===== src/rtl/core/rsct_pkg.sv =====
// ----------------------------------------------------------------------------
// rsct_pkg
// Shared types and constants for the request splitter / completion tracker.
// ----------------------------------------------------------------------------
`default_nettype none

package rsct_pkg;

   localparam int SLOT_W   = 6;
   localparam int OFFSET_W = 48;
   localparam int SIZE_W   = 24;
   localparam int PSIZE_W  = 17;
   localparam int TAG_W    = 8;
   localparam int INDEX_W  = 6;
   localparam int COUNT_W  = 7;
   // remaining-byte counter must hold a full chunk of up to 2^24 bytes
   localparam int REM_W    = 25;

   localparam logic FUNC_SUBMIT   = 1'b0;
   localparam logic FUNC_COMPLETE = 1'b1;

   typedef enum logic [1:0] {
      KIND_PIECE = 2'd0,
      KIND_DONE  = 2'd1,
      KIND_ERROR = 2'd2
   } kind_type;

   typedef enum logic [1:0] {
      CLS_SUBMIT,
      CLS_COMPLETE,
      CLS_ERROR
   } cls_type;

   typedef struct packed {
      cls_type                cls;
      logic [SLOT_W-1:0]      slot;
      logic [OFFSET_W-1:0]    offset;
      logic [SIZE_W-1:0]      size;
      logic                   is_read;
      logic [TAG_W-1:0]       client;
   } cmd_type;

   typedef struct packed {
      kind_type               kind;
      logic [SLOT_W-1:0]      out_slot;
      logic [INDEX_W-1:0]     piece_index;
      logic [OFFSET_W-1:0]    piece_offset;
      logic [PSIZE_W-1:0]     piece_size;
      logic                   piece_read;
      logic [TAG_W-1:0]       piece_client;
      logic                   last_piece;
   } rsp_type;

endpackage

`default_nettype wire


===== src/rtl/core/request_splitter_completion_tracker_core.sv =====
// Flow: the sequencer takes one command at a time: the idle state pops an
//   accepted transfer from the command queue, the exec state uses its slot
//   count to write an error or done result or a count update, and a submit
//   moves on to split, one piece per cycle while the result queue has room.
// Reset: clears both queues, the sequencer and the per-slot valid bits, so
//   every slot reads free in the first cycle after reset; no clearing pass.
// ----------------------------------------------------------------------------
// request_splitter_completion_tracker_core
// Splits submitted requests into chunk pieces and tracks outstanding pieces
// per slot, reporting done when a slot's last piece completes and an error for rejected transfers.
// ----------------------------------------------------------------------------
`default_nettype none

module request_splitter_completion_tracker_core
   import rsct_pkg::*;
#(
   parameter int CHUNK_SIZE = 65536,
   parameter int SLOTS      = 64,
   parameter int MAX_PIECES = 64
) (
   input  logic                clock,
   input  logic                reset,
   input  logic                req_push,
   output logic                req_full,
   input  logic                req_func,
   input  logic [SLOT_W-1:0]   req_slot,
   input  logic [OFFSET_W-1:0] req_start_offset,
   input  logic [SIZE_W-1:0]   req_size,
   input  logic                req_is_read,
   input  logic [TAG_W-1:0]    req_client_tag,
   output logic                rsp_empty,
   input  logic                rsp_pop,
   output logic [1:0]          rsp_kind,
   output logic [SLOT_W-1:0]   rsp_out_slot,
   output logic [INDEX_W-1:0]  rsp_piece_index,
   output logic [OFFSET_W-1:0] rsp_piece_offset,
   output logic [PSIZE_W-1:0]  rsp_piece_size,
   output logic                rsp_piece_read,
   output logic [TAG_W-1:0]    rsp_piece_client,
   output logic                rsp_last_piece
);

   logic    cmd_valid;
   logic    cmd_pop;
   cmd_type cmd_head;
   logic    rsp_push;
   rsp_type rsp_entry;
   logic    rsp_q_full;
   rsp_type rsp_head;

   rsct_front #(
      .CHUNK_SIZE (CHUNK_SIZE),
      .SLOTS      (SLOTS),
      .MAX_PIECES (MAX_PIECES)
   ) u_front (
      .clock            (clock),
      .reset            (reset),
      .req_push         (req_push),
      .req_full         (req_full),
      .req_func         (req_func),
      .req_slot         (req_slot),
      .req_start_offset (req_start_offset),
      .req_size         (req_size),
      .req_is_read      (req_is_read),
      .req_client_tag   (req_client_tag),
      .cmd_valid        (cmd_valid),
      .cmd_pop          (cmd_pop),
      .cmd_head         (cmd_head)
   );

   rsct_back #(
      .CHUNK_SIZE (CHUNK_SIZE),
      .SLOTS      (SLOTS)
   ) u_back (
      .clock     (clock),
      .reset     (reset),
      .cmd_valid (cmd_valid),
      .cmd_pop   (cmd_pop),
      .cmd_head  (cmd_head),
      .rsp_push  (rsp_push),
      .rsp_entry (rsp_entry),
      .rsp_full  (rsp_q_full)
   );

   rsct_rsp_queue u_rsp_queue (
      .clock      (clock),
      .reset      (reset),
      .push       (rsp_push),
      .push_entry (rsp_entry),
      .full       (rsp_q_full),
      .pop        (rsp_pop),
      .empty      (rsp_empty),
      .head       (rsp_head)
   );

   assign rsp_kind         = rsp_head.kind;
   assign rsp_out_slot     = rsp_head.out_slot;
   assign rsp_piece_index  = rsp_head.piece_index;
   assign rsp_piece_offset = rsp_head.piece_offset;
   assign rsp_piece_size   = rsp_head.piece_size;
   assign rsp_piece_read   = rsp_head.piece_read;
   assign rsp_piece_client = rsp_head.piece_client;
   assign rsp_last_piece   = rsp_head.last_piece;

   // back end must never drop a result into a full queue
   a_rsp_no_overflow: assert property (@(posedge clock) disable iff (reset)
      rsp_push |-> !rsp_q_full)
      else $error("result pushed into full queue");

   a_cmd_no_underflow: assert property (@(posedge clock) disable iff (reset)
      cmd_pop |-> cmd_valid)
      else $error("command popped from empty queue");

   a_reset_clears: assert property (@(posedge clock)
      reset |=> rsp_empty && !req_full)
      else $error("queues not empty after reset");

endmodule

`default_nettype wire


===== src/rtl/core/rsct_front.sv =====
// ----------------------------------------------------------------------------
// rsct_front
// Accepts request transfers, classifies them and holds them in a two-entry
// command queue for the back end.
// ----------------------------------------------------------------------------
`default_nettype none

module rsct_front
   import rsct_pkg::*;
#(
   parameter int CHUNK_SIZE = 65536,
   parameter int SLOTS      = 64,
   parameter int MAX_PIECES = 64
) (
   input  logic                clock,
   input  logic                reset,
   input  logic                req_push,
   output logic                req_full,
   input  logic                req_func,
   input  logic [SLOT_W-1:0]   req_slot,
   input  logic [OFFSET_W-1:0] req_start_offset,
   input  logic [SIZE_W-1:0]   req_size,
   input  logic                req_is_read,
   input  logic [TAG_W-1:0]    req_client_tag,
   output logic                cmd_valid,
   input  logic                cmd_pop,
   output cmd_type             cmd_head
);

   localparam logic [31:0] MAX_BYTES = 32'(MAX_PIECES * CHUNK_SIZE);

   cmd_type    entry_ff [2];
   logic       wr_ptr_ff;
   logic       rd_ptr_ff;
   logic [1:0] count_ff;

   logic       accept;
   logic       slot_bad;
   logic       too_many;
   cmd_type    cmd_in;

   assign req_full  = (count_ff == 2'd2);
   assign accept    = req_push && !req_full;
   assign cmd_valid = (count_ff != 2'd0);
   assign cmd_head  = entry_ff[rd_ptr_ff];

   assign slot_bad  = (32'(req_slot) >= 32'(SLOTS));
   // more than MAX_PIECES chunks needed exactly when size exceeds the product
   assign too_many  = (32'(req_size) > MAX_BYTES);

   always_comb begin
      cmd_in.slot    = req_slot;
      cmd_in.offset  = req_start_offset;
      cmd_in.size    = req_size;
      cmd_in.is_read = req_is_read;
      cmd_in.client  = req_client_tag;
      priority if (slot_bad) begin
         cmd_in.cls = CLS_ERROR;
      end else if (req_func == FUNC_COMPLETE) begin
         cmd_in.cls = CLS_COMPLETE;
      end else if (too_many) begin
         cmd_in.cls = CLS_ERROR;
      end else begin
         cmd_in.cls = CLS_SUBMIT;
      end
   end

   always_ff @(posedge clock) begin
      if (reset) begin
         wr_ptr_ff <= 1'b0;
         rd_ptr_ff <= 1'b0;
         count_ff  <= 2'd0;
      end else begin
         if (accept) begin
            wr_ptr_ff <= ~wr_ptr_ff;
         end
         if (cmd_pop) begin
            rd_ptr_ff <= ~rd_ptr_ff;
         end
         if (accept && !cmd_pop) begin
            count_ff <= count_ff + 2'd1;
         end else if (!accept && cmd_pop) begin
            count_ff <= count_ff - 2'd1;
         end
      end
   end

   always_ff @(posedge clock) begin
      if (accept) begin
         entry_ff[wr_ptr_ff] <= cmd_in;
      end
   end

endmodule

`default_nettype wire


===== src/rtl/core/rsct_back.sv =====
// ----------------------------------------------------------------------------
// rsct_back
// Executes classified commands: per-slot outstanding count table, request
// splitting into chunk pieces, completion tracking.
// ----------------------------------------------------------------------------
`default_nettype none

module rsct_back
   import rsct_pkg::*;
#(
   parameter int CHUNK_SIZE = 65536,
   parameter int SLOTS      = 64
) (
   input  logic    clock,
   input  logic    reset,
   input  logic    cmd_valid,
   output logic    cmd_pop,
   input  cmd_type cmd_head,
   output logic    rsp_push,
   output rsp_type rsp_entry,
   input  logic    rsp_full
);

   // slot field is 6 bits, so no more than 64 slots are reachable
   localparam int TBL_DEPTH = (SLOTS < (1 << SLOT_W)) ? SLOTS : (1 << SLOT_W);
   localparam int TBL_AW    = $clog2(TBL_DEPTH);
   localparam logic [REM_W-1:0]    CHUNK_LEN = REM_W'(CHUNK_SIZE);
   localparam logic [OFFSET_W-1:0] OFF_STEP  = OFFSET_W'(CHUNK_SIZE);

   typedef enum logic [1:0] {
      ST_IDLE,
      ST_EXEC,
      ST_SPLIT
   } state_type;

   state_type            state_ff, state_in;
   cmd_type              cmd_ff;
   logic [REM_W-1:0]     rem_ff;
   logic [OFFSET_W-1:0]  off_ff;
   logic [INDEX_W-1:0]   idx_ff;

   logic [COUNT_W-1:0]   count_mem [TBL_DEPTH];
   logic [TBL_DEPTH-1:0] valid_ff;
   logic [COUNT_W-1:0]   mem_rd_ff;
   logic                 entry_valid_ff;

   logic [TBL_AW-1:0]    rd_addr;
   logic [TBL_AW-1:0]    wr_addr;
   logic                 wr_en;
   logic [COUNT_W-1:0]   wr_data;
   logic [COUNT_W-1:0]   count;
   logic                 rem_last;
   logic [REM_W-1:0]     psize;

   assign rd_addr  = cmd_head.slot[TBL_AW-1:0];
   assign wr_addr  = cmd_ff.slot[TBL_AW-1:0];
   // never-written entries read as free
   assign count    = entry_valid_ff ? mem_rd_ff : '0;
   assign rem_last = (rem_ff <= CHUNK_LEN);
   assign psize    = rem_last ? rem_ff : CHUNK_LEN;

   always_comb begin
      state_in  = state_ff;
      cmd_pop   = 1'b0;
      rsp_push  = 1'b0;
      wr_en     = 1'b0;
      wr_data   = '0;
      rsp_entry.kind         = KIND_ERROR;
      rsp_entry.out_slot     = cmd_ff.slot;
      rsp_entry.piece_index  = '0;
      rsp_entry.piece_offset = '0;
      rsp_entry.piece_size   = '0;
      rsp_entry.piece_read   = 1'b0;
      rsp_entry.piece_client = '0;
      rsp_entry.last_piece   = 1'b1;
      unique case (state_ff)
         ST_IDLE: begin
            if (cmd_valid) begin
               cmd_pop  = 1'b1;
               state_in = ST_EXEC;
            end
         end
         ST_EXEC: begin
            unique case (cmd_ff.cls)
               CLS_SUBMIT: begin
                  if (count != '0) begin
                     if (!rsp_full) begin
                        rsp_push = 1'b1;
                        state_in = ST_IDLE;
                     end
                  end else begin
                     state_in = ST_SPLIT;
                  end
               end
               CLS_COMPLETE: begin
                  if (count == '0) begin
                     if (!rsp_full) begin
                        rsp_push = 1'b1;
                        state_in = ST_IDLE;
                     end
                  end else if (count == COUNT_W'(1)) begin
                     if (!rsp_full) begin
                        rsp_entry.kind = KIND_DONE;
                        rsp_push = 1'b1;
                        wr_en    = 1'b1;
                        state_in = ST_IDLE;
                     end
                  end else begin
                     // not the final completion: silent decrement
                     wr_en    = 1'b1;
                     wr_data  = count - COUNT_W'(1);
                     state_in = ST_IDLE;
                  end
               end
               default: begin
                  if (!rsp_full) begin
                     rsp_push = 1'b1;
                     state_in = ST_IDLE;
                  end
               end
            endcase
         end
         ST_SPLIT: begin
            rsp_entry.kind         = KIND_PIECE;
            rsp_entry.piece_index  = idx_ff;
            rsp_entry.piece_offset = off_ff;
            rsp_entry.piece_size   = psize[PSIZE_W-1:0];
            rsp_entry.piece_read   = cmd_ff.is_read;
            rsp_entry.piece_client = cmd_ff.client;
            rsp_entry.last_piece   = rem_last;
            if (!rsp_full) begin
               rsp_push = 1'b1;
               if (rem_last) begin
                  wr_en    = 1'b1;
                  wr_data  = COUNT_W'({1'b0, idx_ff}) + COUNT_W'(1);
                  state_in = ST_IDLE;
               end
            end
         end
         default: begin
            state_in = ST_IDLE;
         end
      endcase
   end

   always_ff @(posedge clock) begin
      if (reset) begin
         state_ff <= ST_IDLE;
      end else begin
         state_ff <= state_in;
      end
   end

   always_ff @(posedge clock) begin
      if (cmd_pop) begin
         cmd_ff <= cmd_head;
         rem_ff <= REM_W'(cmd_head.size);
         off_ff <= cmd_head.offset;
         idx_ff <= '0;
      end else if (state_ff == ST_SPLIT && !rsp_full && !rem_last) begin
         rem_ff <= rem_ff - CHUNK_LEN;
         off_ff <= off_ff + OFF_STEP;
         idx_ff <= idx_ff + INDEX_W'(1);
      end
   end

   // count table: one write port, one registered read port
   always_ff @(posedge clock) begin
      if (wr_en) begin
         count_mem[wr_addr] <= wr_data;
      end
      if (cmd_pop) begin
         mem_rd_ff <= count_mem[rd_addr];
      end
   end

   always_ff @(posedge clock) begin
      if (reset) begin
         valid_ff <= '0;
      end else if (wr_en) begin
         valid_ff[wr_addr] <= 1'b1;
      end
   end

   always_ff @(posedge clock) begin
      if (cmd_pop) begin
         entry_valid_ff <= valid_ff[rd_addr];
      end
   end

endmodule

`default_nettype wire


===== src/rtl/core/rsct_rsp_queue.sv =====
// ----------------------------------------------------------------------------
// rsct_rsp_queue
// Two-entry result queue between the back end and the result port.
// ----------------------------------------------------------------------------
`default_nettype none

module rsct_rsp_queue
   import rsct_pkg::*;
(
   input  logic    clock,
   input  logic    reset,
   input  logic    push,
   input  rsp_type push_entry,
   output logic    full,
   input  logic    pop,
   output logic    empty,
   output rsp_type head
);

   rsp_type    entry_ff [2];
   logic       wr_ptr_ff;
   logic       rd_ptr_ff;
   logic [1:0] count_ff;

   logic       do_push;
   logic       do_pop;

   assign full    = (count_ff == 2'd2);
   assign empty   = (count_ff == 2'd0);
   assign head    = entry_ff[rd_ptr_ff];
   assign do_push = push && !full;
   assign do_pop  = pop && !empty;

   always_ff @(posedge clock) begin
      if (reset) begin
         wr_ptr_ff <= 1'b0;
         rd_ptr_ff <= 1'b0;
         count_ff  <= 2'd0;
      end else begin
         if (do_push) begin
            wr_ptr_ff <= ~wr_ptr_ff;
         end
         if (do_pop) begin
            rd_ptr_ff <= ~rd_ptr_ff;
         end
         if (do_push && !do_pop) begin
            count_ff <= count_ff + 2'd1;
         end else if (!do_push && do_pop) begin
            count_ff <= count_ff - 2'd1;
         end
      end
   end

   always_ff @(posedge clock) begin
      if (do_push) begin
         entry_ff[wr_ptr_ff] <= push_entry;
      end
   end

endmodule

`default_nettype wire


===== config.mk =====
export PLATFORM = sky130hd
export DESIGN_NAME = request_splitter_completion_tracker_core
export DESIGN_NICKNAME = d
export VERILOG_FILES = /design/src/rtl/core/rsct_pkg.sv /design/src/rtl/core/request_splitter_completion_tracker_core.sv /design/src/rtl/core/rsct_front.sv /design/src/rtl/core/rsct_back.sv /design/src/rtl/core/rsct_rsp_queue.sv
export SDC_FILE = /design/constraint.sdc
export NUM_CORES = 1
export LEC_CHECK = 0
export BUFFER_PORTS_ARGS = -buffer_cell sky130_fd_sc_hd__buf_2
export CORE_MARGIN = 2
export CORE_UTILIZATION = 45
export CTS_BUF_LIST = sky130_fd_sc_hd__clkbuf_4 sky130_fd_sc_hd__clkbuf_8 sky130_fd_sc_hd__clkbuf_16
export DETAILED_ROUTE_END_ITERATION = 10
export PLACE_DENSITY = 0.73
export SLEW_MARGIN = 20
export SYNTH_ARGS = -nofsm -noshare
export SYNTH_HDL_FRONTEND = slang
export SYNTH_SLANG_ARGS = --single-unit
export TNS_END_PERCENT = 100

===== constraint.sdc =====
create_clock -name clock -period 13.2 [get_ports clock]
set_input_delay 0 -clock clock [delete_from_list [all_inputs] [get_ports clock]]
set_output_delay 0 -clock clock [all_outputs]
set_load 0.01 [all_outputs]

---- Yosys cells after proc, flatten, opt, wreduce, memory -nomap -nowiden ----
Memories as Yosys holds them, arrays and structs flattened. A register that Yosys moved wholly into a read port is not among the register bits.
Index checks and enable logic that the tools add are counted.
storage, ports and cells
  bits in registers ....................... 171
  memory bits (writable) .................. 804
  input bits .............................. 92
  output and inout bits ................... 91
  memories ................................ 3
memory list
  name                  words  bits a word  read ports  clocked after memory_dff  wr ports  line                  text
  u_back.count_mem      64     7            1           1                         1         rsct_back.sv:42       logic [COUNT_W-1:0] count_mem [TBL_DEPTH];
  u_front.entry_ff      2      89           1           1                         1         rsct_front.sv:32      cmd_type entry_ff [2];
  u_rsp_queue.entry_ff  2      89           1           1                         1         rsct_rsp_queue.sv:20  rsp_type entry_ff [2];
operators by class
  $add $sub $neg .......................... 9
  $lt $le $gt $ge ......................... 5
  equal/unequal tests ..................... 9
  multiplexer cells ....................... 61
  bitwise logic cells ..................... 5
  reduce and logical (&&, ||, !) cells .... 28
operator list
  cell                                                                                count
  48-bit two-way mux                                                                  2
  81-bit two-way mux                                                                  1
  64-bit bitwise OR                                                                   1
  48-bit by 17-bit adder with 48-bit output, second input constant                    1
  24-bit two-way mux                                                                  2
  7-bit two-way mux                                                                   6
  2-bit two-way mux                                                                   17
  25-bit by 17-bit less-or-equal comparator with 1-bit output, second input constant  1
  25-bit by 17-bit subtractor with 25-bit output, second input constant               1
  24-bit by 23-bit > comparator with 1-bit output, second input constant              1
  1-bit two-way mux                                                                   23
  17-bit two-way mux                                                                  1
  6-bit by 7-bit < comparator with 1-bit output, second input constant                2
  7-bit one-hot mux with 2 select lines                                               1
  1-bit logical AND                                                                   10
  1-bit zero test                                                                     8
  2-bit one-hot mux with 2 select lines                                               2
  2-bit nonzero test                                                                  4
  6-bit by 1-bit adder with 7-bit output, second input constant                       1
  7-bit by 1-bit equality test with 1-bit output, second input constant               1
  7-bit zero test                                                                     1
  7-bit nonzero test                                                                  1
  7-bit by 1-bit subtractor with 7-bit output, second input constant                  1
  6-bit by 1-bit adder with 6-bit output, second input constant                       1
  14 further kinds                                                                    27

---- Longest topological paths before layout ----
  depth after elaboration ................. 11
  gate-level depth with buffers ........... 13
  gate-level depth less buffers ........... 9

---- Modules after synthesis ----
A second synthesis with hierarchy kept.
unflattened totals
  cell total of the unflattened synthesis .. 2292
  area total of the unflattened synthesis .. 39726.9 µm²
by module, submodules not included
  module          times used  cells an instance  area an instance (µm²)
  rsct_back       1           1679               26324.0
  rsct_front      1           311                6731.5
  rsct_rsp_queue  1           302                6671.4

---- Worst setup path before layout ----
OpenSTA, ideal clock, no wires.
  kind .................................... flip-flop to flip-flop
  start point ............................. register u_back.mem_rd_ff[5] (read register of u_back.count_mem)
  end point ............................... memory u_rsp_queue.entry_ff[0][0] (netlist name), enable pin
  setup time .............................. 548 ps
  data arrival time ....................... 5667 ps
  data required time ...................... 12652 ps
  path slack .............................. 6985 ps
  stages on the path, launching flop included .. 7
  buffers on the path ..................... 0
  clock period less this slack ............ 6215 ps
  cells stage by stage .................... edfxtp_1 > or4_1 > o21ai_1 > o21a_1 > o21ai_0 > a21oi_1 > nor2b_1
between the ends
  cells in the longest elaborated chain, start to end .. 9
RTL lines
  what                                            line                  text
  start: declaration                              rsct_back.sv:44       logic [COUNT_W-1:0] mem_rd_ff;
  7-bit two-way mux *                             rsct_back.sv:58       assign count = entry_valid_ff ? mem_rd_ff : '0;
  7-bit by 1-bit equality test with 1-bit output  rsct_back.sv:101      end else if (count == COUNT_W'(1)) begin
  1-bit two-way mux                               rsct_back.sv:101
  1-bit two-way mux                               rsct_back.sv:96       if (count == '0) begin
  1-bit one-hot mux with 2 select lines *         rsct_back.sv:84       unique case (cmd_ff.cls)
  1-bit one-hot mux with 2 select lines *         rsct_back.sv:76       unique case (state_ff)
  1-bit logical AND *                             rsct_rsp_queue.sv:31  assign do_push = push && !full;
  net u_rsp_queue.do_push                         rsct_rsp_queue.sv:25  logic do_push;
  1-bit two-way mux *                             rsct_rsp_queue.sv:55  if (do_push) begin
  1-bit two-way mux (implied by the code) *       rsct_rsp_queue.sv:56  entry_ff[wr_ptr_ff] <= push_entry;
  end: declaration                                rsct_rsp_queue.sv:20
Mark *: on every way through the listed nets, which the timed path passes. The rest lies on a longest branch.

==> impl_metrics.py <==
metrics = {
    "run_status": {
        "status": "complete, no violations",
    },
    "cells_and_area": {
        "area_delta_synth_final_pct": 15.7,
        "drive_above_1_share": 0.178,
        "nets": 3226,
        "multiInputGateArea_um2": 11300,
        "layoutNonFillerInstCount": 4390,
        "n_fill_cell": 7214,
        "design_area_um2": 47100,
        "register_area_um2": 28700,
    },
    "critical_path": {
        "start_kind": "register",
        "crit_fanout": 74,
        "crit_path_end_kind": "register",
        "reg2reg_depth": 10,
        "arrival_ps": 5600,
        "crit_required_ps": 13740,
        "critPathKind": "register to register",
    },
    "floorplanning": {
        "die_width_um": 305,
        "num_rows": 110,
        "top_level_ports": 183,
        "die-height_um": 305,
        "core_area_um2": 89900,
        "dieArea_um2": 93000,
        "initial_core_util": 0.453,
    },
    "route": {
        "wl_per_cell_um": 23.1,
        "dr.first_iter.drc_count": 2899,
        "drtAntennaViolNets": 0,
        "dr_total_vias": 25922,
        "via_per_inst": 5.90,
        "drc": 0,
        "wirelength_mm": 101,
        "first_pass_iters": 5,
    },
    "global_routing": {
        "grt_max_degree": 96,
        "track_usage": 0.212,
        "antenna_found_initial": 7,
        "overflow": 0,
        "grt_pass1_wl_mm": 153,
        "grt_pass1_vias": 25420,
    },
    "cts": {
        "cts_htree_levels": 3,
        "insertion_delay_ps": 670,
        "cts_root_buffer": "clkbuf_16",
        "clockBufferDepth": 3,
        "path_clk_slew_ps": 60,
        "tritoncts": "done",
        "numCtsBuffers": 97,
        "cts_num_sinks": 984,
    },
    "synth": {
        "yosysWarnings": 0,
        "yosysTopAreaCell": "edfxtp_1",
        "yosysSeqAreaShare": 0.705,
        "avgSynthCellArea_um2": 14.1,
        "synth_top_area_frac": 0.664,
        "synth_nets": 2992,
        "synth_edf_count": 901,
        "synthCells": 2890,
        "synth_top_cells_by_count": "edfxtp_1, nor2_1, nand2_1",
        "synth-seq-cells": 984,
        "ys.flop_type": "edfxtp_1",
        "syn_area_um2": 40700,
        "synth_cell_types": 80,
        "synth_area_leaders": "edfxtp_1, dfxtp_1, mux2_2",
        "yosys.cell_count.top_type": "edfxtp_1",
        "async_flop_share": 0,
    },
    "worst_hold_path": {
        "hold_class": "input port to register",
        "min_path_cells": 2,
    },
    "power_and_ir_drop": {
        "power_per_cell_area_nw_per_um2": 188,
        "p_leak_uw": 0.0148,
        "p_total_uw": 8850,
        "ir_drop_mv": 0.116,
    },
    "timing": {
        "fin_crit_ps": 5070,
        "maxSlewHeadroom": 0.232,
        "setup_ws_ps": 8130,
        "setup_viol": 0,
        "finalMaxSlewViolations": 0,
        "rsz0062_at_grt": "false",
        "post-route-period-util": 0.384,
        "hold_viol_final": 0,
        "tightest_slew_ps": 1140,
        "fmax_mhz": 197,
        "clock_skew_ps": 23.9,
        "fin_setup_tns_ps": 0,
    },
    "placement": {
        "placed_cells": 4109,
        "dpl_cell_area_um2": 42700,
        "dp_hpwl_mm": 60.2,
        "port-buffer-count": 182,
        "gp_congestion": 0.873,
        "dp_slack_ps": 8310,
    },
    "run": {
        "max-cap-violations": 0,
    },
}
[final timing paths]
check        slack, ps                      end                  from
max               8130      u_back.mem_rd_ff[4]              register
min                 70  u_front.entry_ff[0][58]  req_start_offset[25]
max reg2reg       8130      u_back.mem_rd_ff[4]              register
min reg2reg        470      u_back.valid_ff[39]   u_back.valid_ff[39]
[metrics by stage]
| stage | hold slack (ps) | util |
|---|---|---|
| after floorplan | 98.9 | - |
| after global routing | 62.8 | 0.524 |
| after global placement | 189 | 0.475 |
| final | 74.8 | 0.524 |
| after CTS | 36.5 | 0.522 |
| after detailed placement | 192 | 0.475 |
[flip-flops by register name, summed over array words and instances, names as in the netlist, 2 cells and up, named ones only]
name and flops:
u_back.cmd_ff 11, u_back.count_mem 448, u_back.idx_ff 6, u_back.mem_rd_ff 7
u_back.off_ff 48, u_back.rem_ff 25, u_back.state_ff 2, u_back.valid_ff 64
u_back.wr_addr 6, u_front.count_ff 2, u_front.entry_ff 178, u_rsp_queue.count_ff 2
u_rsp_queue.entry_ff 178
[kinds of logic after synthesis]
kind of cell | Yosys count | share of synthesized area
multiplexers | 176 | 0.0476
AND/OR/NAND/NOR | 826 | 0.0985
adder cells (fa/ha/maj) | 10 | 0.00307
flip-flops | 984 | 0.705
buffers and inverters | 217 | 0.0255
AO/OA/AOI/OAI | 621 | 0.108
XOR/XNOR | 56 | 0.0120
[metal layers]
metal | GRT usage | wire length, um | vias up
met2 | 0.350 | 49200 | 1262
met5 | 0 | 9 | -
li1 | - | - | 11581
met3 | 0.0403 | 8670 | 227
met4 | 0.0846 | 3740 | 2
met1 | 0.277 | 39600 | 12850
[area by class of cell]
type | count | share of cell area
Inverter | 37 | 0.00305
Sequential cell | 984 | 0.609
Clock buffer | 123 | 0.0567
Clock inverter | 57 | 0.0134
Multi-Input combinational cell | 1689 | 0.240
Timing Repair Buffer | 315 | 0.0454
Tap cell | 1176 | 0.0312
Antenna cell | 9 | 0.000478
[report_power, final]
part           total [uW]  switching (uW)  leakage (uW)  internal [uW]
clock                2830            1190       0.00165           1640
combinational        1970            1340       0.00479            632
sequential           4040             236       0.00832           3810
[cell usage in the layout, fill, tap and decap left out, types with 41 or more instances in the layout]
master and n:
a21oi_1 115, o211ai_1 58, buf_2 182, a211oi_1 79
mux2_2 100, clkbuf_16 98, dlygate4sd3_1 92, and2_1 81
dfxtp_1 81, buf_4 41, o2bb2ai_1 64, o21ai_0 77
mux2i_1 69, nor2_1 285, nand2_1 144, nor3_1 42
nand2b_1 70, edfxtp_1 901
[critical path: stages, from the launching register on]
cell,delay [ps]
dfxtp_4,520
buf_4,740
buf_4,900
mux2i_4,130
inv_2,550
buf_4,630
a221oi_1,210
nor2_1,140
o211ai_1,140
a2111oi_0,620
a41o_1,150
[what timing repair did]
action | in CTS | in global routing
buffers inserted | 0 | 0
resized for setup | 0 | 0
hold endpoints to repair | 190 | 0
hold buffers | 92 | 0
Note: power is estimated with default switching activity, not from simulation.
